<file path="src/hdl/mwm_pkg.sv">
package mwm_pkg;

    // lane count and field widths
    localparam int Lanes    = 4;
    localparam int CmdW     = 8;
    localparam int WheelW   = 10;
    localparam int MagW     = 9;
    localparam int LimitW   = 9;
    localparam int GainW    = 16;
    localparam int DbW      = 17;
    localparam int DirW     = 2;
    localparam int RpsW     = 25;
    localparam int FracW    = 8;

    // divider geometry: numerator is |w| * limit (|w| alone when not limiting), implicitly shifted by FracW
    localparam int NumW     = 18;
    localparam int DenW     = 9;
    localparam int QuotW    = NumW - DenW + FracW;
    localparam int DivSteps = QuotW;
    localparam int ProdW    = QuotW + GainW;

    // stream and config port widths
    localparam int InDataW  = 32;
    localparam int OutDataW = 112;
    localparam int OutPadW  = OutDataW - Lanes * (DirW + RpsW);
    localparam int CfgIdxW  = 2;
    localparam int CfgDataW = 17;

    // register reset values
    localparam logic [LimitW-1:0] LimitRst = 9'd100;
    localparam logic [GainW-1:0]  GainRst  = 16'd256;
    localparam logic [DbW-1:0]    DbRst    = 17'd25;

    // output saturation bound
    localparam logic [RpsW-1:0] RpsMax = 25'd19660500;

    // wheel direction codes
    localparam logic [DirW-1:0] DirStop = 2'b00;
    localparam logic [DirW-1:0] DirFwd  = 2'b01;
    localparam logic [DirW-1:0] DirRev  = 2'b11;

    // config register indexes
    typedef enum logic [CfgIdxW-1:0] {
        CfgSpeedLimit = 2'd0,
        CfgRpsGain    = 2'd1,
        CfgDeadband   = 2'd2
    } cfg_idx_t;

    typedef logic [Lanes-1:0][WheelW-1:0] wheel_vec_t;
    typedef logic [Lanes-1:0][MagW-1:0]   mag_vec_t;
    typedef logic [Lanes-1:0][NumW-1:0]   num_vec_t;
    typedef logic [Lanes-1:0][DenW-1:0]   rem_vec_t;
    typedef logic [Lanes-1:0][QuotW-1:0]  quot_vec_t;
    typedef logic [Lanes-1:0][DirW-1:0]   dir_vec_t;
    typedef logic [Lanes-1:0][RpsW-1:0]   rps_vec_t;

    // side information that travels with each word
    typedef struct packed {
        logic             en;
        logic [Lanes-1:0] neg;
    } mwm_ctl_t;

endpackage

</file>
<file path="src/hdl/mwm_div.sv">
module mwm_div (
    input  logic                      clk,
    input  logic                      rst_n,
    input  logic                      in_valid,
    output logic                      in_ready,
    input  mwm_pkg::mwm_ctl_t         in_ctl,
    input  mwm_pkg::num_vec_t         in_num,
    input  logic [mwm_pkg::DenW-1:0]  in_den,
    output logic                      out_valid,
    input  logic                      out_ready,
    output mwm_pkg::mwm_ctl_t         out_ctl,
    output mwm_pkg::quot_vec_t        out_quot
);
    import mwm_pkg::*;

    // one restoring step per stage, four lanes sharing one divisor
    logic            vld_reg  [DivSteps];
    logic            vld_next [DivSteps];
    logic            rdy      [DivSteps];
    mwm_ctl_t        ctl_reg  [DivSteps];
    logic [DenW-1:0] den_reg  [DivSteps];
    rem_vec_t        rem_reg  [DivSteps];
    rem_vec_t        rem_next [DivSteps];
    quot_vec_t       low_reg  [DivSteps];
    quot_vec_t       low_next [DivSteps];

    logic            src_vld  [DivSteps];
    mwm_ctl_t        src_ctl  [DivSteps];
    logic [DenW-1:0] src_den  [DivSteps];
    rem_vec_t        src_rem  [DivSteps];
    quot_vec_t       src_low  [DivSteps];

    logic            entry_ok;

    for (genvar k = 0; k < DivSteps; k++)
    begin : g_step
        // stage source: module input or previous stage
        if (k == 0)
        begin : g_first
            assign src_vld[k] = in_valid;
            assign src_ctl[k] = in_ctl;
            assign src_den[k] = in_den;
            for (genvar i = 0; i < Lanes; i++)
            begin : g_lane
                assign src_rem[k][i] = in_num[i][NumW-1:NumW-DenW];
                assign src_low[k][i] = {in_num[i][NumW-DenW-1:0], FracW'(0)};
            end
        end
        else
        begin : g_next
            assign src_vld[k] = vld_reg[k-1];
            assign src_ctl[k] = ctl_reg[k-1];
            assign src_den[k] = den_reg[k-1];
            assign src_rem[k] = rem_reg[k-1];
            assign src_low[k] = low_reg[k-1];
        end

        // ready chain
        if (k == DivSteps - 1)
        begin : g_last
            assign rdy[k] = !vld_reg[k] || out_ready;
        end
        else
        begin : g_mid
            assign rdy[k] = !vld_reg[k] || rdy[k+1];
        end

        assign vld_next[k] = rdy[k] ? src_vld[k] : vld_reg[k];

        // bring down one numerator bit, subtract when it fits
        always_comb
        begin
            logic [DenW:0] t;
            logic [DenW:0] diff;
            logic          ge;
            for (int i = 0; i < Lanes; i++)
            begin
                t              = {src_rem[k][i], src_low[k][i][QuotW-1]};
                ge             = t >= {1'b0, src_den[k]};
                diff           = t - {1'b0, src_den[k]};
                rem_next[k][i] = ge ? diff[DenW-1:0] : t[DenW-1:0];
                low_next[k][i] = {src_low[k][i][QuotW-2:0], ge};
            end
        end

        always_ff @(posedge clk or negedge rst_n)
        begin
            if (!rst_n)
            begin
                vld_reg[k] <= 1'b0;
            end
            else
            begin
                vld_reg[k] <= vld_next[k];
            end
        end

        always_ff @(posedge clk)
        begin
            if (rdy[k])
            begin
                ctl_reg[k] <= src_ctl[k];
                den_reg[k] <= src_den[k];
                rem_reg[k] <= rem_next[k];
                low_reg[k] <= low_next[k];
            end
        end
    end

    assign in_ready  = rdy[0];
    assign out_valid = vld_reg[DivSteps-1];
    assign out_ctl   = ctl_reg[DivSteps-1];
    assign out_quot  = low_reg[DivSteps-1];

    // every lane's leading numerator bits must sit below the divisor
    always_comb
    begin
        entry_ok = 1'b1;
        for (int i = 0; i < Lanes; i++)
        begin
            if (in_num[i][NumW-1:NumW-DenW] >= in_den)
            begin
                entry_ok = 1'b0;
            end
        end
    end

    a_quot_fits: assert property (@(posedge clk) disable iff (!rst_n)
        in_valid |-> entry_ok)
        else $error("divider entry word would overflow the quotient");

    a_den_nonzero: assert property (@(posedge clk) disable iff (!rst_n)
        in_valid |-> (in_den != '0))
        else $error("divider entry word has a zero divisor");

endmodule

</file>
<file path="config.mk">
export PLATFORM = sky130hd
export DESIGN_NAME = mwm_div
export DESIGN_NICKNAME = d
export VERILOG_FILES = /design/src/hdl/mwm_pkg.sv /design/src/hdl/mwm_div.sv
export SDC_FILE = /design/constraint.sdc
export NUM_CORES = 2
export LEC_CHECK = 0
export BUFFER_PORTS_ARGS = -buffer_cell sky130_fd_sc_hd__buf_2
export CAP_MARGIN = 25
export CORE_UTILIZATION = 57
export DETAILED_ROUTE_END_ITERATION = 8
export HOLD_SLACK_MARGIN = 0.12
export PLACE_DENSITY = 0.75
export SLEW_MARGIN = 20
export SYNTH_ARGS = -nofsm -noshare
export SYNTH_HDL_FRONTEND = slang
export SYNTH_SLANG_ARGS = --single-unit
export TNS_END_PERCENT = 50
</file>
<file path="constraint.sdc">
create_clock -name clk -period 9.34 [get_ports clk]
set_input_delay 0.934 -clock clk [delete_from_list [all_inputs] [get_ports clk]]
set_output_delay 0.934 -clock clk [all_outputs]
set_load 0.005 [all_outputs]
</file>
# After elaboration in Yosys (flattened, before gate mapping)
# Memories as Yosys holds them, arrays and structs flattened.
# Cells that the tools add are included.
[op_classes]
n_reduce_logical = 34
n_mux = 102
n_addsub = 68
magnitude_cmp = 68
[ops]
columns = ["cell", "n"]
rows = [
  ["10-bit by 9-bit >= comparator with 1-bit output", 68],
  ["9-bit 2-to-1 mux", 68],
  ["9-bit subtractor", 68],
  ["1-bit 2-to-1 mux", 34],
  ["1-bit zero test", 17],
  ["1-bit logical OR", 17],
]
[totals]
regBits = 17
mem_bits_rw = 2006
mem_count = 4
out_inout_bits = 75
[memory_table]
columns = ["memory", "depth", "word_bits", "read_ports", "rd_clocked_by_memory_dff", "write_ports", "line_no", "text"]
rows = [
  ["low_reg", 17, 68, 17, 0, 17, "mwm_div.sv:24", "quot_vec_t low_reg [DivSteps];"],
  ["rem_reg", 17, 36, 16, 0, 17, "mwm_div.sv:22", "rem_vec_t rem_reg [DivSteps];"],
  ["den_reg", 17, 9, 16, 0, 17, "mwm_div.sv:21", "logic [DenW-1:0] den_reg [DivSteps];"],
  ["ctl_reg", 17, 5, 17, 0, 17, "mwm_div.sv:20", "mwm_ctl_t ctl_reg [DivSteps];"],
]

# Depth between registers and ports, before layout
[depth]
ltp_word = 20
ltp_mapped = 9
depth_no_buf = 8

# Least setup slack after synthesis
# Ideal clock, no wire load.
[synth_path]
path_type = "in2reg"
start = "input port out_ready"
end = "memory ctl_reg[0][35] in the netlist's numbering, enable pin"
required_ns = 8.106
path_stages = 3
arrival_time_ns = 8.084
path_slack_ns = 0.021
path_cell_list = "nand4b_1 > nor3_1 > nand4_1"
[synth_lines]
columns = ["item", "line_no", "text"]
rows = [
  ["start: declaration", "mwm_div.sv:10", "input logic out_ready,"],
  ["end: declaration", "mwm_div.sv:20", ""],
]

==> impl_metrics.ini <==
[run_status]
status = completed

[global_route]
busiest_layer = met2
met3_usage_pct = 3.75
grt_usage_pct = 23.2
antenna_found_initial = 5
gr-usage-met1_pct = 32.7
overflow = 0
grt_max_degree = 91
grt_pass1_wl_mm = 251
gr-usage-met2_pct = 37.4
first_global_vias = 45629

[power]
power.density_mw_per_mm2 = 369
intPower_mw = 21.2
pwr-share-comb_pct = 39.9
switchingPower_mw = 11.0
finalPower_mw = 32.2
vdd_drop_max_mv = 0.229
p_leak_nw = 33.7
power_frac_clock_pct = 20.2
p_seq_share_pct = 39.9
swShare_pct = 34.1

[cts]
cts_tree = yes
h-tree-depth = 4
clock_path_buffers = 3
cts_resized = 0
cts-root-buf = clkbuf_16
cts_buffers = 162
cts_num_sinks = 1578
clk_pin_slew_ns = 0.06
insertion_delay_ns = 0.80

[setup_path]
cp-start-kind = flip-flop
endpoint_kind = output pin
crit_arrival_ns = 3.17
max_stage_delay_ns = 0.75
cp_max_fo = 24
cp_data_required_time_ns = 8.41
crit_slowest_cell = nor4_4
worstReg2RegStart = src_vld[0]
crit_start = src_vld[0]
crit_path_cell_trace = nand4b_1 -> nor4_4 -> and3_1 -> nand2_4 -> buf_2
path_class = reg -> out

[logic_synthesis]
synthTopCellsByCount = 1561 x edfxtp_1, 608 x ha_1, 518 x nor2_1, 384 x mux2_2, 281 x inv_1
synth.area.top_cells = edfxtp_1 60%, ha_1 9.7%, mux2_2 5.5%
synth_top_area_share_pct = 59.6
ys_async_sr_fraction_pct = 1.08
ys_ff_latch = 1578
synth_edf_count = 1561
ys_types = 47
synth_top_area_cell = edfxtp_1
syn_nets = 6326
ys_warn_count = 0
ys.flop_type = edfxtp_1
yosysMostFrequentCell = edfxtp_1
syn_area_per_cell_um2 = 14.1
synth_cells = 5564
synth-seq-area-share_pct = 60.1
syn-cell-area_mm2 = 0.0787

[floorplanning]
die-area_mm2 = 0.140
core_area_mm2 = 0.136
initial_utilization_pct = 57.8
die_x_um = 374
fp-row-count = 135
die_h_um = 374
io_pins = 165

[place]
dp_hpwl_mm = 122
place.gp.congestion = 0.915
placedCellCount = 7519
portBuffers = 164

[hold_path]
hp-start = in_num[61]
hold_path_class = in -> reg

[finish]
drive_above_1_share_pct = 15.2
final_cells = 7816
largest_reg_flops = 756
num-nets-final = 6667
area_delta_synth_final_pct = 11.1

[timing]
max_freq_mhz = 244
finalCritPeriodShare_pct = 43.9
slew_headroom_pct = 34.5
hold_viol_final = 0
setup_viol_count_final = 0
skew_ns = 0.0397
rsz0062_at_grt = false
drv_slew = 0
worst_pin_slew_ns = 0.982
finalCriticalPeriod_ns = 4.10
setup_tns_ns = 0

[route]
drt_wl_total_mm = 162
via_count = 45955
vias_per_cell = 5.88
firstDrtPassIters = 5
drc = 0
drt_iter0_markers = 3596
postRouteAntennaNets = 0
routedWlPerCell_um = 20.8

[run]
cap_violations = 0
## cell families after synthesis
logic type,share of synthesized area (%)
XOR/XNOR,4.27
AND/OR/NAND/NOR,7.85
AO/OA/AOI/OAI,8.28
adder cells (fa/ha/maj),11.3
multiplexers,6.77
flip-flops,60.1
buffers and inverters,1.44
## placed cells by master (no fill, tap or decap), drive strengths merged, types with 69 or more instances in the layout
master | netlist | routed
edfxtp | 1561 | 1561
xor2 | 192 | 192
o21ai | 122 | 122
nor2b | 69 | 69
nand2b | 135 | 135
o21a | 128 | 128
a21oi | 204 | 204
mux2i | 100 | 100
clkbuf | 0 | 201
xnor2 | 192 | 192
nor2 | 546 | 546
inv | 281 | 286
a31oi | 114 | 114
nand4 | 101 | 101
buf | 10 | 186
ha | 608 | 608
mux2 | 384 | 384
nand2 | 98 | 98
a211oi | 157 | 157
## power groups by stage
stage | combinational, mW | clock (mW) | sequential, mW
2_1_floorplan | 10.1 | 0 | 12.3
3_3_place_gp | 12.3 | 0 | 13.0
3_5_place_dp | 12.6 | 0 | 13.0
4_1_cts | 12.8 | 6.65 | 12.9
5_1_grt | 14.2 | 6.92 | 13.1
6_report | 12.9 | 6.50 | 12.9
## per-layer routing
layer	vias to the layer above	routed length [um]
met2	1255	75900
met4	0	3380
met5	-	0
li1	22049	-
met1	22403	74200
met3	248	8760
## worst paths after layout
path                       slack (ns)              end  cells after the start
setup / recovery                 5.24         in_ready                      5
min in group asynchronous        0.63      src_vld[15]                      2
max in group asynchronous        8.37      src_vld[10]                      2
hold / removal                   0.32   low_reg[0][67]                      1
hold reg to reg                  0.39  low_reg[0][457]                      0
setup reg to reg                 5.98  low_reg[1][222]                      5
## final cells by class
cell class / count / area (um2)
Antenna cell: 1 / 2.50
Clock buffer: 201 / 4240
Clock inverter: 92 / 1190
Fill cell: 9857 / 48700
Inverter: 281 / 1060
Multi-Input combinational cell: 3695 / 30300
Sequential cell: 1578 / 47300
Tap cell: 1781 / 2230
Timing Repair Buffer: 187 / 1040
## worst max-delay path: cells and delay by family, from the launching register on
| kind | cells | cell delay (ns) |
|---|---|---|
| buf+inv | 1 | 0.24 |
| flops | 1 | 0.42 |
| simple gates | 4 | 1.68 |
## per-stage QoR
stage          area, um2  util [%]  hold slack, ns  setup slack [ns]
4_1_cts            87300      64.2           0.259              5.13
3_3_place_gp       81900      60.2           0.401              5.33
5_1_grt            87400      64.2           0.273              5.03
2_1_floorplan      78700         -           0.400            0.0213
3_5_place_dp       81900      60.2           0.405              5.28
6_report           87400      64.2           0.318              5.24
## timing repair
| action | in CTS | in global routing |
|---|---|---|
| hold buffers | 1 | 0 |
| endpoints found under the hold margin | 17 | 0 |
| buffers inserted | 0 | 0 |
No activity file was read; power rests on OpenSTA's default activity.
