`config.mk`:
```
export PLATFORM = sky130hd
export DESIGN_NAME = mwm_front
export DESIGN_NICKNAME = d
export VERILOG_FILES = /design/src/hdl/mwm_pkg.sv /design/src/hdl/mwm_front.sv
export SDC_FILE = /design/constraint.sdc
export NUM_CORES = 1
export LEC_CHECK = 0
export BUFFER_PORTS_ARGS = -buffer_cell sky130_fd_sc_hd__buf_2
export CORE_MARGIN = 1
export CORE_UTILIZATION = 48
export DETAILED_ROUTE_END_ITERATION = 6
export HOLD_SLACK_MARGIN = 0.15
export PLACE_DENSITY = 0.69
export SYNTH_ARGS = -nofsm -noshare
export SYNTH_HDL_FRONTEND = slang
export SYNTH_SLANG_ARGS = --single-unit
```
`constraint.sdc`:
```
create_clock -name clk -period 4.5 [get_ports clk]
set_input_delay 0.225 -clock clk [delete_from_list [all_inputs] [get_ports clk]]
set_output_delay 0.225 -clock clk [all_outputs]
set_load 0.05 [all_outputs]
```
`src/hdl/mwm_pkg.sv`:
```
package mwm_pkg;

    // lane count and field widths
    localparam int Lanes    = 4;
    localparam int CmdW     = 8;
    localparam int WheelW   = 10;
    localparam int MagW     = 9;
    localparam int LimitW   = 9;
    localparam int GainW    = 16;
    localparam int DbW      = 17;
    localparam int DirW     = 2;
    localparam int RpsW     = 25;
    localparam int FracW    = 8;

    // divider geometry: numerator is |w| * limit (|w| alone when not limiting), implicitly shifted by FracW
    localparam int NumW     = 18;
    localparam int DenW     = 9;
    localparam int QuotW    = NumW - DenW + FracW;
    localparam int DivSteps = QuotW;
    localparam int ProdW    = QuotW + GainW;

    // stream and config port widths
    localparam int InDataW  = 32;
    localparam int OutDataW = 112;
    localparam int OutPadW  = OutDataW - Lanes * (DirW + RpsW);
    localparam int CfgIdxW  = 2;
    localparam int CfgDataW = 17;

    // register reset values
    localparam logic [LimitW-1:0] LimitRst = 9'd100;
    localparam logic [GainW-1:0]  GainRst  = 16'd256;
    localparam logic [DbW-1:0]    DbRst    = 17'd25;

    // output saturation bound
    localparam logic [RpsW-1:0] RpsMax = 25'd19660500;

    // wheel direction codes
    localparam logic [DirW-1:0] DirStop = 2'b00;
    localparam logic [DirW-1:0] DirFwd  = 2'b01;
    localparam logic [DirW-1:0] DirRev  = 2'b11;

    // config register indexes
    typedef enum logic [CfgIdxW-1:0] {
        CfgSpeedLimit = 2'd0,
        CfgRpsGain    = 2'd1,
        CfgDeadband   = 2'd2
    } cfg_idx_t;

    typedef logic [Lanes-1:0][WheelW-1:0] wheel_vec_t;
    typedef logic [Lanes-1:0][MagW-1:0]   mag_vec_t;
    typedef logic [Lanes-1:0][NumW-1:0]   num_vec_t;
    typedef logic [Lanes-1:0][DenW-1:0]   rem_vec_t;
    typedef logic [Lanes-1:0][QuotW-1:0]  quot_vec_t;
    typedef logic [Lanes-1:0][DirW-1:0]   dir_vec_t;
    typedef logic [Lanes-1:0][RpsW-1:0]   rps_vec_t;

    // side information that travels with each word
    typedef struct packed {
        logic             en;
        logic [Lanes-1:0] neg;
    } mwm_ctl_t;

endpackage

```
`src/hdl/mwm_front.sv`:
```
module mwm_front (
    input  logic                             clk,
    input  logic                             rst_n,
    input  logic                             in_valid,
    output logic                             in_ready,
    input  logic                             in_enable,
    input  logic signed [mwm_pkg::CmdW-1:0]  in_vx,
    input  logic signed [mwm_pkg::CmdW-1:0]  in_vy,
    input  logic signed [mwm_pkg::CmdW-1:0]  in_vw,
    input  logic [mwm_pkg::LimitW-1:0]       speed_limit,
    output logic                             out_valid,
    input  logic                             out_ready,
    output mwm_pkg::mwm_ctl_t                out_ctl,
    output mwm_pkg::num_vec_t                out_num,
    output logic [mwm_pkg::DenW-1:0]         out_den
);
    import mwm_pkg::*;

    logic vld_a_reg, vld_b_reg, vld_c_reg;
    logic vld_a_next, vld_b_next, vld_c_next;
    logic rdy_a, rdy_b, rdy_c;

    logic       en_a_reg, en_a_next;
    wheel_vec_t w_reg, w_next;

    logic             en_b_reg, en_b_next;
    logic [Lanes-1:0] neg_b_reg, neg_b_next;
    mag_vec_t         abs_reg, abs_next;
    logic [MagW-1:0]  max01_reg, max01_next, max23_reg, max23_next;

    mwm_ctl_t         ctl_c_reg, ctl_c_next;
    num_vec_t         num_c_reg, num_c_next;
    logic [DenW-1:0]  den_c_reg, den_c_next;

    // ready chain, each stage fills when empty or draining
    assign rdy_c    = !vld_c_reg || out_ready;
    assign rdy_b    = !vld_b_reg || rdy_c;
    assign rdy_a    = !vld_a_reg || rdy_b;
    assign in_ready = rdy_a;

    assign vld_a_next = rdy_a ? in_valid  : vld_a_reg;
    assign vld_b_next = rdy_b ? vld_a_reg : vld_b_reg;
    assign vld_c_next = rdy_c ? vld_b_reg : vld_c_reg;

    // stage a: wheel sums and differences
    always_comb
    begin
        logic signed [WheelW-1:0] x;
        logic signed [WheelW-1:0] y;
        logic signed [WheelW-1:0] r;
        x = WheelW'(in_vx);
        y = WheelW'(in_vy);
        r = WheelW'(in_vw);
        en_a_next = in_enable;
        w_next[0] = x + y + r;
        w_next[1] = x - y - r;
        w_next[2] = x - y + r;
        w_next[3] = x + y - r;
    end

    // stage b: magnitudes, signs and pairwise maxima
    always_comb
    begin
        logic [WheelW-1:0] wneg;
        en_b_next = en_a_reg;
        for (int i = 0; i < Lanes; i++)
        begin
            wneg          = WheelW'(0) - w_reg[i];
            neg_b_next[i] = w_reg[i][WheelW-1];
            abs_next[i]   = neg_b_next[i] ? wneg[MagW-1:0] : w_reg[i][MagW-1:0];
        end
        max01_next = (abs_next[0] > abs_next[1]) ? abs_next[0] : abs_next[1];
        max23_next = (abs_next[2] > abs_next[3]) ? abs_next[2] : abs_next[3];
    end

    // stage c: overall maximum, limit check and divider operands
    always_comb
    begin
        logic [MagW-1:0] maxv;
        logic            scale;
        maxv  = (max01_reg > max23_reg) ? max01_reg : max23_reg;
        scale = maxv > speed_limit;
        for (int i = 0; i < Lanes; i++)
        begin
            num_c_next[i] = scale ? NumW'(abs_reg[i]) * NumW'(speed_limit)
                                  : NumW'(abs_reg[i]);
        end
        den_c_next     = scale ? DenW'(maxv) : DenW'(1);
        ctl_c_next.en  = en_b_reg;
        ctl_c_next.neg = neg_b_reg;
    end

    // valid bits
    always_ff @(posedge clk or negedge rst_n)
    begin
        if (!rst_n)
        begin
            vld_a_reg <= 1'b0;
            vld_b_reg <= 1'b0;
            vld_c_reg <= 1'b0;
        end
        else
        begin
            vld_a_reg <= vld_a_next;
            vld_b_reg <= vld_b_next;
            vld_c_reg <= vld_c_next;
        end
    end

    // payload registers
    always_ff @(posedge clk)
    begin
        if (rdy_a)
        begin
            en_a_reg <= en_a_next;
            w_reg    <= w_next;
        end
        if (rdy_b)
        begin
            en_b_reg  <= en_b_next;
            neg_b_reg <= neg_b_next;
            abs_reg   <= abs_next;
            max01_reg <= max01_next;
            max23_reg <= max23_next;
        end
        if (rdy_c)
        begin
            ctl_c_reg <= ctl_c_next;
            num_c_reg <= num_c_next;
            den_c_reg <= den_c_next;
        end
    end

    assign out_valid = vld_c_reg;
    assign out_ctl   = ctl_c_reg;
    assign out_num   = num_c_reg;
    assign out_den   = den_c_reg;

endmodule

```
# Word-level counts from Yosys, hierarchy flattened
# Index checks and enable logic that the tools add are counted.
# classes
addsub	10
mul	4
div	0
order_cmp	4
eq_ne	0
n_shift	0
muxes	11
n_bitwise	0
n_reduce_logical	6
# op_table
cell	count
9-bit 2-to-1 mux	11
9-bit by 9-bit multiplier with 18-bit output	4
9-bit > comparator	4
1-bit by 9-bit subtractor with 9-bit output, first input constant	4
9-bit by 8-bit adder with 10-bit output	2
9-bit by 8-bit subtractor with 10-bit output	2
8-bit by 8-bit adder with 9-bit output	1
8-bit by 8-bit subtractor with 9-bit output	1
1-bit logical NOT	3
1-bit logical OR	3
# totals
reg_bits	189
latchBits	0
mem_bits_rw	0
mem_bits_ro	0
in_bits	38
output_inout_bits	88
word_cells	62
n_memories	0

# Longest topological paths before layout
# logic_depth
depth_word	4
depth_mapped	19

# Worst setup path after synthesis
# OpenSTA, ideal clock, no wires.
# synth_path
path_type	input -> register
start	in speed_limit[0] (netlist name)
end	reg num_c_reg, in the netlist out_num[71] (data pin)
arrival_time_ns	4.341
setup_slack_ns	0.013
path_stages	17
path_buffers	2
cell_sequence	clkbuf_1 > clkbuf_1 > nand2_1 > fa_1 > inv_1 > fa_1 > inv_1 > fa_1 > fa_1 > inv_1 > ha_1 > o21ai_0 > nor2_1 > o31ai_1 > or4_1 > a21o_1 > a21oi_1
# synth_via
elab_chain_cells	1
# synth_rtl
element	line	source
start, declared	mwm_front.sv:10	input logic [mwm_pkg::LimitW-1:0] speed_limit,
9-bit by 9-bit multiplier with 18-bit output / 9-bit > comparator (equally long branches)	mwm_front.sv:85, mwm_front.sv:82	
end signal, assigned	mwm_front.sv:129	num_c_reg <= num_c_next;
end, declared	mwm_front.sv:32	num_vec_t num_c_reg, num_c_next;
# Several ways; a longest one is shown, not always the timed one.
# A chain may end at the register's enable or synchronous reset.

# Worst setup path in the final report
# layout_path
start	reg abs_reg[15] (netlist name)
end	reg num_c_reg, in the netlist out_num[32] (data pin)
# layout_via
elab_chain_cells	1
# layout_rtl
element	line	source
start, declared	mwm_front.sv:28	mag_vec_t abs_reg, abs_next;
start signal, assigned	mwm_front.sv:122	abs_reg <= abs_next;
9-bit by 9-bit multiplier with 18-bit output	mwm_front.sv:85	num_c_next[i] = scale ? NumW'(abs_reg[i]) * NumW'(speed_limit)
# Every way passes these cells.

==> results.cfg <==
[sta]
clock.fmax_mhz = 227.7
slew_viol_final = 0
setup_ws_ns = 0.1082
slew_headroom_pct = 42.23
finClkSkew_ns = 0.01719
period_share_pct = 97.60
tightest_slew_ns = 0.8666
setup_violations = 0
fin_crit_ns = 4.392
hold_violations = 0
rsz0062_at_grt = yes

[worst_setup_path]
critPathCaptureType = flip-flop
slowest_stage = edfxtp_1
max_stage_delay_ns = 0.54
critPathBufInv = 2
crit_chain = and2_4, fa_1, inv_1, fa_1, fa_1, fa_1, inv_1, ha_4, or3_4, o21a_1, a221o_1, xnor2_1, nor2_1
path_class = flip-flop to flip-flop
cpLargestDelayFamily = adder cells
critPathRequiredTime_ns = 4.70
critPathLaunchType = flip-flop
cp_max_fo = 6
crit_arrival_ns = 4.59
cp_common_cell = fa_1

[cts]
cts_root_buf = clkbuf_16
clk_latency_ns = 0.47
cts_inserted_buffers = 17
ctsHtreeMaxLevel = 4
clk_path_buf_depth = 2
clk_pin_slew_worst_paths_ns = 0.08
cts_num_sinks = 183
cts_tree = built

[floorplanning]
io_pins = 126
die_area_mm2 = 0.04343
die_x_um = 208.4
num_rows = 75
initial_core_util_pct = 48.75
die_height_um = 208.4
core_mm2 = 0.04195

[yosys]
netlist_area_mm2 = 0.02045
ys.flop_type = edfxtp_1
ys_types = 63
ys_seq_elements = 183
syn_area_per_cell_um2 = 9.711
yosysTopAreaCell = edfxtp_1
ys_seq_area_share_pct = 26.80
synth_area_leaders = edfxtp_1 (26%), fa_1 (20%), ha_1 (15%)
yosysTopAreaCellShare_pct = 26.43
synth_edf_count = 180
synthArstFlopShare_pct = 1.639
yosysWarnings = 0
synthesis.nets = 2594
syn_inst = 2106

[final_layout]
diodes = 0
multi_input_area_mm2 = 0.01353
mostFrequentLayoutCell = inv_1
largest_reg_flops = 70
fin_area_mm2 = 0.02357
drive_above_1_share_pct = 17.20
final_cells = 2870
mostFrequentLayoutCells = inv_1 (355), nand2_1 (239), ha_1 (232)
num-fill-cells = 3612
layout.area.seq_mm2 = 0.005480
final_nets = 2806
area_growth_pct = 15.26

[detailed_routing]
drt_iter0_drc = 667
vias = 14910
wl_mm = 46.72
drc = 0
wl_met1_mm = 19.41
ant_nets = 0
route.met3.wl_mm = 2.292
first_pass_iters = 6
post_drt_wl_per_cell_um = 16.28
route.met2.wl_mm = 23.21
viasPerCell = 5.195
top_layer_used = met4

[global_routing]
antenna_found_initial = 0
grt_pass1_vias = 15520
grtUsageTotal_pct = 22.25
grt_max_degree = 57
grt_pass1_wl_mm = 76.80
grt-ovfl-total = 0

[hold_path]
hold_class = input pin to flip-flop

[run]
timing.max_cap.violations = 0

[place]
dp_hpwl_mm = 37.59
place_congestion = 0.9070
portBuffers = 125
dp.cells = 2790
place_ws_ns = -0.1103
post_dp_cell_area_mm2 = 0.02227

[run_status]
status = complete, no violations
-- kinds of logic (layout without fill, tap and decap cells) --
group           Yosys count  count (layout)  synth area share, %
simple gates            636             636                15.44
buf+inv                 449             674                8.461
xor+xnor                103             103                4.411
flops                   183             183                26.80
mux                      30              30                1.609
compound gates          255             255                8.192
fa+ha+maj               450             450                35.09
-- layout make-up --
type,instances,area share (%)
clock inverters,15,0.8546
clock buffers,17,1.805
flip-flops and latches,183,23.25
inverters,359,5.717
repair buffers,283,8.095
multi-input cells,1474,57.42
well taps,539,2.861
-- synthesized netlist by cell type, types with 3 or more instances --
cell / instances
mux2_2: 23
a21o_1: 31
mux2i_1: 7
edfxtp_1: 180
a21oi_1: 58
o31a_1: 8
a2111oi_0: 3
fa_1: 206
o21ai_0: 62
or4_1: 3
or3_1: 8
dfrtp_1: 3
o21bai_1: 4
a221o_1: 3
nor3_1: 24
a221oi_1: 3
nand2_1: 242
nand4_1: 8
xor2_1: 44
inv_1: 357
o41ai_1: 5
xnor2_1: 59
a31oi_1: 5
nand2b_1: 31
clkbuf_1: 71
o21a_1: 25
buf_2: 9
a211oi_1: 12
ha_1: 244
nand3_1: 16
nor2_1: 81
o31ai_1: 17
nor2b_1: 18
buf_4: 9
and2_1: 187
-- worst reg2reg max path: cells and delay by family, from the launching register on --
| family | cells | cell delay (ns) |
|---|---|---|
| DFF | 1 | 0.54 |
| buffers and inverters | 2 | 0.12 |
| xor gates and xnor gates | 1 | 0.15 |
| and+or+nand+nor | 3 | 0.68 |
| adders and majority gates | 5 | 2.14 |
| AOI/OAI and AO/OA | 2 | 0.51 |
-- path summary, 6_finish.rpt --
kind / startpoint / end / slack, ns / cells past startpoint
worst max-delay path: abs_reg[15]$_DFFE_PP_ / out_num[32]$_SDFFCE_PP0P_ / 0.11 / 13
worst min-delay path: in_vw[1] / w_reg[21]$_DFFE_PP_ / 0.25 / 2
worst max register to register: abs_reg[15]$_DFFE_PP_ / out_num[32]$_SDFFCE_PP0P_ / 0.11 / 13
worst min register to register: neg_b_reg[0]$_DFFE_PP_ / out_ctl[0]$_DFFE_PP_ / 0.42 / 0
max in group asynchronous: rst_n / out_valid$_DFFE_PN0P_ / 3.73 / 3
min in group asynchronous: rst_n / vld_a_reg$_DFFE_PN0P_ / 0.62 / 3
-- per-layer routing --
layer,GRT usage (%),vias up
li1,-,7222
met1,27.08,7208
met2,39.05,381
met3,3.336,98
met4,9.655,0
met5,0,-
-- timing repair --
action	in CTS	in global routing
setup buffers	7	35
hold endpoints to repair	8	0
gates resized for setup	0	72
hold buffers	6	0
pin swaps	0	27
setup endpoints to repair	3	30
-- through the flow --
step | hold slack [ns] | utilization (%) | setup TNS, ns
after floorplan | -0.07059 | - | 0
after global placement | 0.01949 | 53.09 | -0.008031
after detailed placement | 0.02631 | 53.09 | -0.8387
after CTS | 0.2289 | 54.85 | 0
after global routing | 0.2571 | 56.19 | -0.1145
final | 0.2461 | 56.19 | 0
Power is left out: the tool's default activity adds up to more than one toggle a clock period on the data nets, which glitch-free logic cannot reach.
