===== src/hdl/mwm_pkg.sv =====
package mwm_pkg;

    // lane count and field widths
    localparam int Lanes    = 4;
    localparam int CmdW     = 8;
    localparam int WheelW   = 10;
    localparam int MagW     = 9;
    localparam int LimitW   = 9;
    localparam int GainW    = 16;
    localparam int DbW      = 17;
    localparam int DirW     = 2;
    localparam int RpsW     = 25;
    localparam int FracW    = 8;

    // divider geometry: numerator is |w| * limit (|w| alone when not limiting), implicitly shifted by FracW
    localparam int NumW     = 18;
    localparam int DenW     = 9;
    localparam int QuotW    = NumW - DenW + FracW;
    localparam int DivSteps = QuotW;
    localparam int ProdW    = QuotW + GainW;

    // stream and config port widths
    localparam int InDataW  = 32;
    localparam int OutDataW = 112;
    localparam int OutPadW  = OutDataW - Lanes * (DirW + RpsW);
    localparam int CfgIdxW  = 2;
    localparam int CfgDataW = 17;

    // register reset values
    localparam logic [LimitW-1:0] LimitRst = 9'd100;
    localparam logic [GainW-1:0]  GainRst  = 16'd256;
    localparam logic [DbW-1:0]    DbRst    = 17'd25;

    // output saturation bound
    localparam logic [RpsW-1:0] RpsMax = 25'd19660500;

    // wheel direction codes
    localparam logic [DirW-1:0] DirStop = 2'b00;
    localparam logic [DirW-1:0] DirFwd  = 2'b01;
    localparam logic [DirW-1:0] DirRev  = 2'b11;

    // config register indexes
    typedef enum logic [CfgIdxW-1:0] {
        CfgSpeedLimit = 2'd0,
        CfgRpsGain    = 2'd1,
        CfgDeadband   = 2'd2
    } cfg_idx_t;

    typedef logic [Lanes-1:0][WheelW-1:0] wheel_vec_t;
    typedef logic [Lanes-1:0][MagW-1:0]   mag_vec_t;
    typedef logic [Lanes-1:0][NumW-1:0]   num_vec_t;
    typedef logic [Lanes-1:0][DenW-1:0]   rem_vec_t;
    typedef logic [Lanes-1:0][QuotW-1:0]  quot_vec_t;
    typedef logic [Lanes-1:0][DirW-1:0]   dir_vec_t;
    typedef logic [Lanes-1:0][RpsW-1:0]   rps_vec_t;

    // side information that travels with each word
    typedef struct packed {
        logic             en;
        logic [Lanes-1:0] neg;
    } mwm_ctl_t;

endpackage


===== src/hdl/mwm_back.sv =====
module mwm_back (
    input  logic                      clk,
    input  logic                      rst_n,
    input  logic                      in_valid,
    output logic                      in_ready,
    input  mwm_pkg::mwm_ctl_t         in_ctl,
    input  mwm_pkg::quot_vec_t        in_quot,
    input  logic [mwm_pkg::GainW-1:0] rps_gain,
    input  logic [mwm_pkg::DbW-1:0]   deadband,
    output logic                      out_valid,
    input  logic                      out_ready,
    output mwm_pkg::dir_vec_t         out_dir,
    output mwm_pkg::rps_vec_t         out_rps
);
    import mwm_pkg::*;

    logic             vld_m_reg, vld_m_next, rdy_m;
    logic [Lanes-1:0] mov_reg, mov_next;
    logic [Lanes-1:0] neg_reg, neg_next;
    rps_vec_t         raw_reg, raw_next;

    logic             vld_o_reg, vld_o_next, rdy_o;
    dir_vec_t         dir_reg, dir_next;
    rps_vec_t         rps_reg, rps_next;

    logic             stop_ok, dir_ok, rps_ok;

    assign rdy_o    = !vld_o_reg || out_ready;
    assign rdy_m    = !vld_m_reg || rdy_o;
    assign in_ready = rdy_m;

    assign vld_m_next = rdy_m ? in_valid  : vld_m_reg;
    assign vld_o_next = rdy_o ? vld_m_reg : vld_o_reg;

    // deadband test and gain multiply
    always_comb
    begin
        logic [ProdW-1:0] prod;
        for (int i = 0; i < Lanes; i++)
        begin
            prod        = ProdW'(in_quot[i]) * ProdW'(rps_gain);
            raw_next[i] = prod[ProdW-1:FracW];
            mov_next[i] = in_ctl.en && (in_quot[i] > deadband);
            neg_next[i] = in_ctl.neg[i];
        end
    end

    // saturation and direction coding into the output register
    always_comb
    begin
        for (int i = 0; i < Lanes; i++)
        begin
            if (!mov_reg[i])
            begin
                dir_next[i] = DirStop;
                rps_next[i] = '0;
            end
            else
            begin
                dir_next[i] = neg_reg[i] ? DirRev : DirFwd;
                rps_next[i] = (raw_reg[i] > RpsMax) ? RpsMax : raw_reg[i];
            end
        end
    end

    always_ff @(posedge clk or negedge rst_n)
    begin
        if (!rst_n)
        begin
            vld_m_reg <= 1'b0;
            vld_o_reg <= 1'b0;
        end
        else
        begin
            vld_m_reg <= vld_m_next;
            vld_o_reg <= vld_o_next;
        end
    end

    always_ff @(posedge clk)
    begin
        if (rdy_m)
        begin
            mov_reg <= mov_next;
            neg_reg <= neg_next;
            raw_reg <= raw_next;
        end
        if (rdy_o)
        begin
            dir_reg <= dir_next;
            rps_reg <= rps_next;
        end
    end

    assign out_valid = vld_o_reg;
    assign out_dir   = dir_reg;
    assign out_rps   = rps_reg;

    // lane consistency of the outgoing word
    always_comb
    begin
        stop_ok = 1'b1;
        dir_ok  = 1'b1;
        rps_ok  = 1'b1;
        for (int i = 0; i < Lanes; i++)
        begin
            if (dir_reg[i] == DirStop && rps_reg[i] != '0)
            begin
                stop_ok = 1'b0;
            end
            if (dir_reg[i] != DirStop && dir_reg[i] != DirFwd && dir_reg[i] != DirRev)
            begin
                dir_ok = 1'b0;
            end
            if (rps_reg[i] > RpsMax)
            begin
                rps_ok = 1'b0;
            end
        end
    end

    a_stop_zero: assert property (@(posedge clk) disable iff (!rst_n)
        out_valid |-> stop_ok)
        else $error("stopped wheel carries a nonzero speed");

    a_dir_code: assert property (@(posedge clk) disable iff (!rst_n)
        out_valid |-> dir_ok)
        else $error("wheel direction outside stop, forward, reverse");

    a_rps_sat: assert property (@(posedge clk) disable iff (!rst_n)
        out_valid |-> rps_ok)
        else $error("wheel speed above saturation bound");

endmodule


===== config.mk =====
export PLATFORM = sky130hd
export DESIGN_NAME = mwm_back
export DESIGN_NICKNAME = d
export VERILOG_FILES = /design/src/hdl/mwm_pkg.sv /design/src/hdl/mwm_back.sv
export SDC_FILE = /design/constraint.sdc
export NUM_CORES = 2
export LEC_CHECK = 0
export ABC_AREA = 0
export BUFFER_PORTS_ARGS = -buffer_cell sky130_fd_sc_hd__buf_4
export CAP_MARGIN = 10
export CORE_ASPECT_RATIO = 1.4
export CORE_MARGIN = 2
export CORE_UTILIZATION = 43
export DETAILED_ROUTE_END_ITERATION = 8
export PLACE_DENSITY = 0.6
export SLEW_MARGIN = 20
export SYNTH_ARGS = -nofsm -noshare
export SYNTH_HDL_FRONTEND = slang
export SYNTH_SLANG_ARGS = --single-unit

===== constraint.sdc =====
create_clock -name clk -period 4.3 [get_ports clk]
set_clock_uncertainty 0.15 [all_clocks]
set_input_delay 0.215 -clock clk [delete_from_list [all_inputs] [get_ports clk]]
set_output_delay 0.215 -clock clk [all_outputs]
set_load 0.02 [all_outputs]

; ---- After elaboration in Yosys (flattened, before gate mapping)
; Index checks and enable logic that the tools add are counted.
[word_totals]
ff_bits = 218
latchBits = 0
mem_bits_rw = 0
mem_bits_ro = 0
mem_count = 0
[op_classes]
addsub = 0
multipliers = 4
n_div = 0
order_cmp = 8
n_eq_ne = 0
n_shift = 0
n_mux = 8
bitwise = 4
reduce_logical = 12
[op_table]
columns = cell, n
row1 = $mul A17 B16 Y33, 4
row2 = $gt A25 B25 Y1 const B, 4
row3 = $mux W25, 4
row4 = $gt A17 B17 Y1, 4
row5 = $mux W2, 4
row6 = $reduce_or A2 Y1, 4
row7 = $logic_and A1 B1 Y1, 4
row8 = $not A1 Y1, 4
row9 = $logic_not A1 Y1, 2
row10 = $logic_or A1 B1 Y1, 2

; ---- Longest topological paths before layout
[depth]
word_depth = 3
depth_mapped = 24

; ---- Least setup slack after synthesis
; No wires, ideal clock.
[synth_path]
path_kind = input to register
from = input port rps_gain[9] in the netlist's numbering
to = register raw_reg[94] in the netlist's numbering (data pin)
setup_time_ns = 0.264
arrival_time_ns = 5.618
required_ns = 3.886
path_slack_ns = -1.732
cell_stages = 24
path_buffers = 4
path_cell_list = clkbuf_1 -> clkbuf_1 -> clkbuf_1 -> nand2_1 -> fa_1 -> inv_1 -> fa_1 -> inv_1 -> fa_1 -> inv_1 -> fa_1 -> fa_1 -> inv_1 -> fa_1 -> inv_1 -> ha_1 -> clkbuf_2 -> nand4_1 -> nor2b_1 -> nor3_1 -> nor2_1 -> o311ai_2 -> a211oi_2 -> o41a_1
[synth_rtl]
columns = element, line_no
row1 = "start, declared", mwm_back.sv:8  ; input logic [mwm_pkg::GainW-1:0] rps_gain,
row2 = "end signal, assigned", mwm_back.sv:86  ; raw_reg <= raw_next;
row3 = "end, declared", mwm_back.sv:20  ; rps_vec_t raw_reg, raw_next;

==> results.md <==
Min path:
- The startpoint of the tightest hold check path is out_ready.
- The worst hold path belongs to the class in -> reg.
- Along the worst hold path, the cell count comes to 4.
- The worst hold path terminates at out_valid.

Timing:
- The sum of negative setup slack is -62.63 ns.
- Setup violations remaining at the end of the flow were counted as 88.
- The worst-case setup margin in the final layout is -0.947 ns.
- Timing would allow up to 191 MHz.
- The final count of pins violating max slew is 0.
- For the pin with the worst max-slew slack, the measured transition is 0.991 ns.
- For the finished layout, the period the worst path requires is 5.25 ns.
- The final critical-path share of the clock period is 122%.
- The worst hold margin is 0.165 ns.
- Setup repair after global routing could not meet its margin everywhere.
- The hold violation total from the final report is 0.
- Headroom to the max-slew limit came out at 33.8%.

Run status:
- The checks that failed: negative setup slack.
- The run finished, with violations left.

Synthesis:
- The post-synthesis cell area is 0.0446 mm2.
- The leading register cell type out of synthesis is edfxtp_1.
- In the post-synthesis netlist, the biggest area contributors are fa_1 (37%), edfxtp_1 (15%), ha_1 (13%).
- The count of flip-flops with a built-in enable after synthesis is 216.
- Summing the sequential cell areas from Yosys gives 14.6% of the chip area.
- The biggest area contributor in the post-synthesis netlist is fa_1.
- The post-synth net total is 6091.
- After synthesis, the netlist uses 84 different library cells.
- A synthesized cell averages 9.55 um2.
- Synthesis handed over a netlist of 4677 instances.
- During synthesis, Yosys emitted a total of 0 warnings.
- The number of synthesized register bits is 218.
- The synthesized design devotes to its leading area cell type 37.1% of total area.
- For this run, asynchronously set or reset flops after synthesis account for 0.917%.

Die:
- In this run the horizontal extent of the chip is 276 um.
- The I/O pin count is 220.
- The floorplan step defined a die boundary enclosing 0.106 mm2.
- For this configuration, the core starts out at a cell density of 43.4%.
- The floorplan row count is 139.
- The core region is 0.103 mm2.
- From bottom edge to top edge, the die measures 385 um.

CTS:
- In this run the number of H-tree levels came out at 1.
- The longest clock path from root to sink contains 3 buffers.
- The clock reaches the later pin of the worst-skew pair after 0.58 ns.
- After clock tree synthesis, the clock-pin slew on the worst setup and hold paths is 0.06 ns.
- The root buffer cell is clkbuf_16.
- The clock drives 218 sinks.
- The clock tree from TritonCTS is done.
- TritonCTS created 24 clock buffers.

Detailed routing:
- Wires add up to 130 mm.
- The first detailed-routing pass ran for 5 iterations.
- The starting DRC count in detailed routing is 1561.
- Using the TritonRoute via totals, the vias-per-cell ratio works out to 5.12.
- The count of nets left with antenna violations after detail routing is 0.
- The number of design rule violations left after detail routing is 0.
- The detailed-route wire length per cell is 19.0 um.
- The routed layout has 35048 vias.

Placed design:
- The placement-stage cell area is 0.0532 mm2.
- The final HPWL from detailed placement is 101 mm.
- The global placement routability congestion is 0.892.
- In this run the tool buffered the top-level ports with 219 buffer cells.
- Before CTS, the worst setup slack after placement is -1.77 ns.

Final layout:
- The top cell types in the final layout, fill and taps aside, are inv_1 (852), buf_4 (802), fa_1 (784), nand2_1 (625), and2_1 (466).
- In the final layout, the share of cells above drive strength 1 is 28.0%.
- The area of all placed cells without fillers is 0.0582 mm2.
- The library cell used most frequently in the layout, excluding fill and tap cells, is inv_1.
- The fill cell instance count of the final layout is 9002.
- For this run, the post-layout net count is 6907.
- The area added between synthesis and finish is 30.4%.

Global routing:
- The number of antenna violations at the first check in global routing came to 6.
- The total grt overflow is 0.
- The largest net degree at the start of global routing is 110.
- Global routing consumed, over all layers together, 24.5% of the routing resources.
- The first global-routing pass estimated 206 mm of wire.
- The number of global-route vias before repair was 38554.

Worst setup path:
- The worst setup path is captured at a flop.
- For the worst setup path, the data required time is 4.46 ns.
- The slowest library cell on the worst path is fa_1.
- The most frequent cell on the critical path is fa_1.
- The critical path in this run is classified as in -> reg.
- The worst register-to-register path ends at out_rps[45].
- The critical path goes through buf_16, buf_12, buf_6, buf_6, nand2_4, fa_1, inv_1, fa_1, inv_1, fa_1, inv_1, fa_1, fa_1, fa_1, ha_4, a21oi_4, o2111ai_2, a221oi_2, nand2_1, o211ai_1, nor3b_2, xnor2_1.
- The sort of element at the start of the critical path is a primary input.
- The worst endpoint data arrival time is 5.41 ns.
- The startpoint of the worst-slack reg-to-reg timing path is raw_reg[43].
- The reg2reg setup slack is 1.40 ns.
- The worst reg-to-reg path cell count is 7.
- The largest single stage delay on the critical path is 0.57 ns.
- The maximum net fanout on the critical path is 6.

Job:
- The tool flagged a number of max-cap violations equal to 0.
synthesized netlist by cell type (all sizes together) (23+ instances only):
| master | number |
|---|---|
| a21o | 57 |
| a21oi | 141 |
| and2 | 525 |
| clkbuf | 201 |
| edfxtp | 216 |
| fa | 828 |
| ha | 476 |
| inv | 929 |
| nand2 | 671 |
| nand3 | 31 |
| nand4 | 45 |
| nor2 | 62 |
| nor2b | 23 |
| nor3 | 31 |
| o21a | 74 |
| o21ai | 71 |
| xnor2 | 56 |
| xor2 | 36 |
critical path, delay by kind of cell:
kind	cells	cell delay, ns
AND/OR/NAND/NOR	3	0.40
adder cells (fa/ha/maj)	7	3.26
AO/OA/AOI/OAI	4	0.85
buffers and inverters	7	0.58
XOR/XNOR	1	0.09
timing repair:
item                       4_1_cts  5_1_grt
pin swaps                      167      223
buffers inserted                55       65
hold buffers                     8        0
resized for setup              273      342
hold endpoints to repair         8        0
setup endpoints to repair       96       97
cloned                          22        8
metrics by stage:
step,util [%],instances
after floorplan,-,4677
after global placement,51.8,6668
after detailed placement,51.8,6668
after CTS,54.8,6796
after global routing,56.7,6850
final,56.7,6851
cells by family after synthesis:
logic type | Yosys count | synth area share [%]
AND/OR/NAND/NOR | 1464 | 16.5
adder cells (fa/ha/maj) | 1304 | 50.5
buffers and inverters | 1137 | 9.60
AO/OA/AOI/OAI | 458 | 6.92
flip-flops | 218 | 14.6
XOR/XNOR | 92 | 1.80
multiplexers | 4 | 0.0953
layer usage:
layer / vias up / global-route usage (%) / share of wire [%]
met1: 17744 / 29.6 / 39
li1: 16160 / - / -
met5: - / 0 / 0.068
met2: 869 / 44.7 / 51
met4: 12 / 7.69 / 3.4
met3: 263 / 3.77 / 5.6
how the worst max path moves through the flow:
stage / startpoint / end / slack (ns) / depth (start not counted)
after floorplan: rps_gain[9] / raw_reg[94] / -1.36 / 24
after global placement: rps_gain[4] / raw_reg[96] / -1.75 / 21
after detailed placement: rps_gain[4] / raw_reg[96] / -1.77 / 21
after CTS: rps_gain[4] / raw_reg[38] / -0.91 / 22
after global routing: rps_gain[9] / raw_reg[24] / -1.12 / 22
final: rps_gain[9] / raw_reg[72] / -0.95 / 22
layout make-up:
| cell class | instances | area [um2] | share of cell area, % |
|---|---|---|---|
| Clock inverter | 16 | 144 | 0.247 |
| Sequential cell | 218 | 6540 | 11.2 |
| Antenna cell | 1 | 2.50 | 0.00430 |
| Inverter | 929 | 3490 | 5.99 |
| Clock buffer | 28 | 657 | 1.13 |
| Tap cell | 1339 | 1680 | 2.88 |
| Multi-Input combinational cell | 3322 | 36400 | 62.4 |
| Timing Repair Buffer | 998 | 9370 | 16.1 |
Power is not shown: default switching activity piles up to over one toggle a cycle in this logic, so the estimate is an artifact.
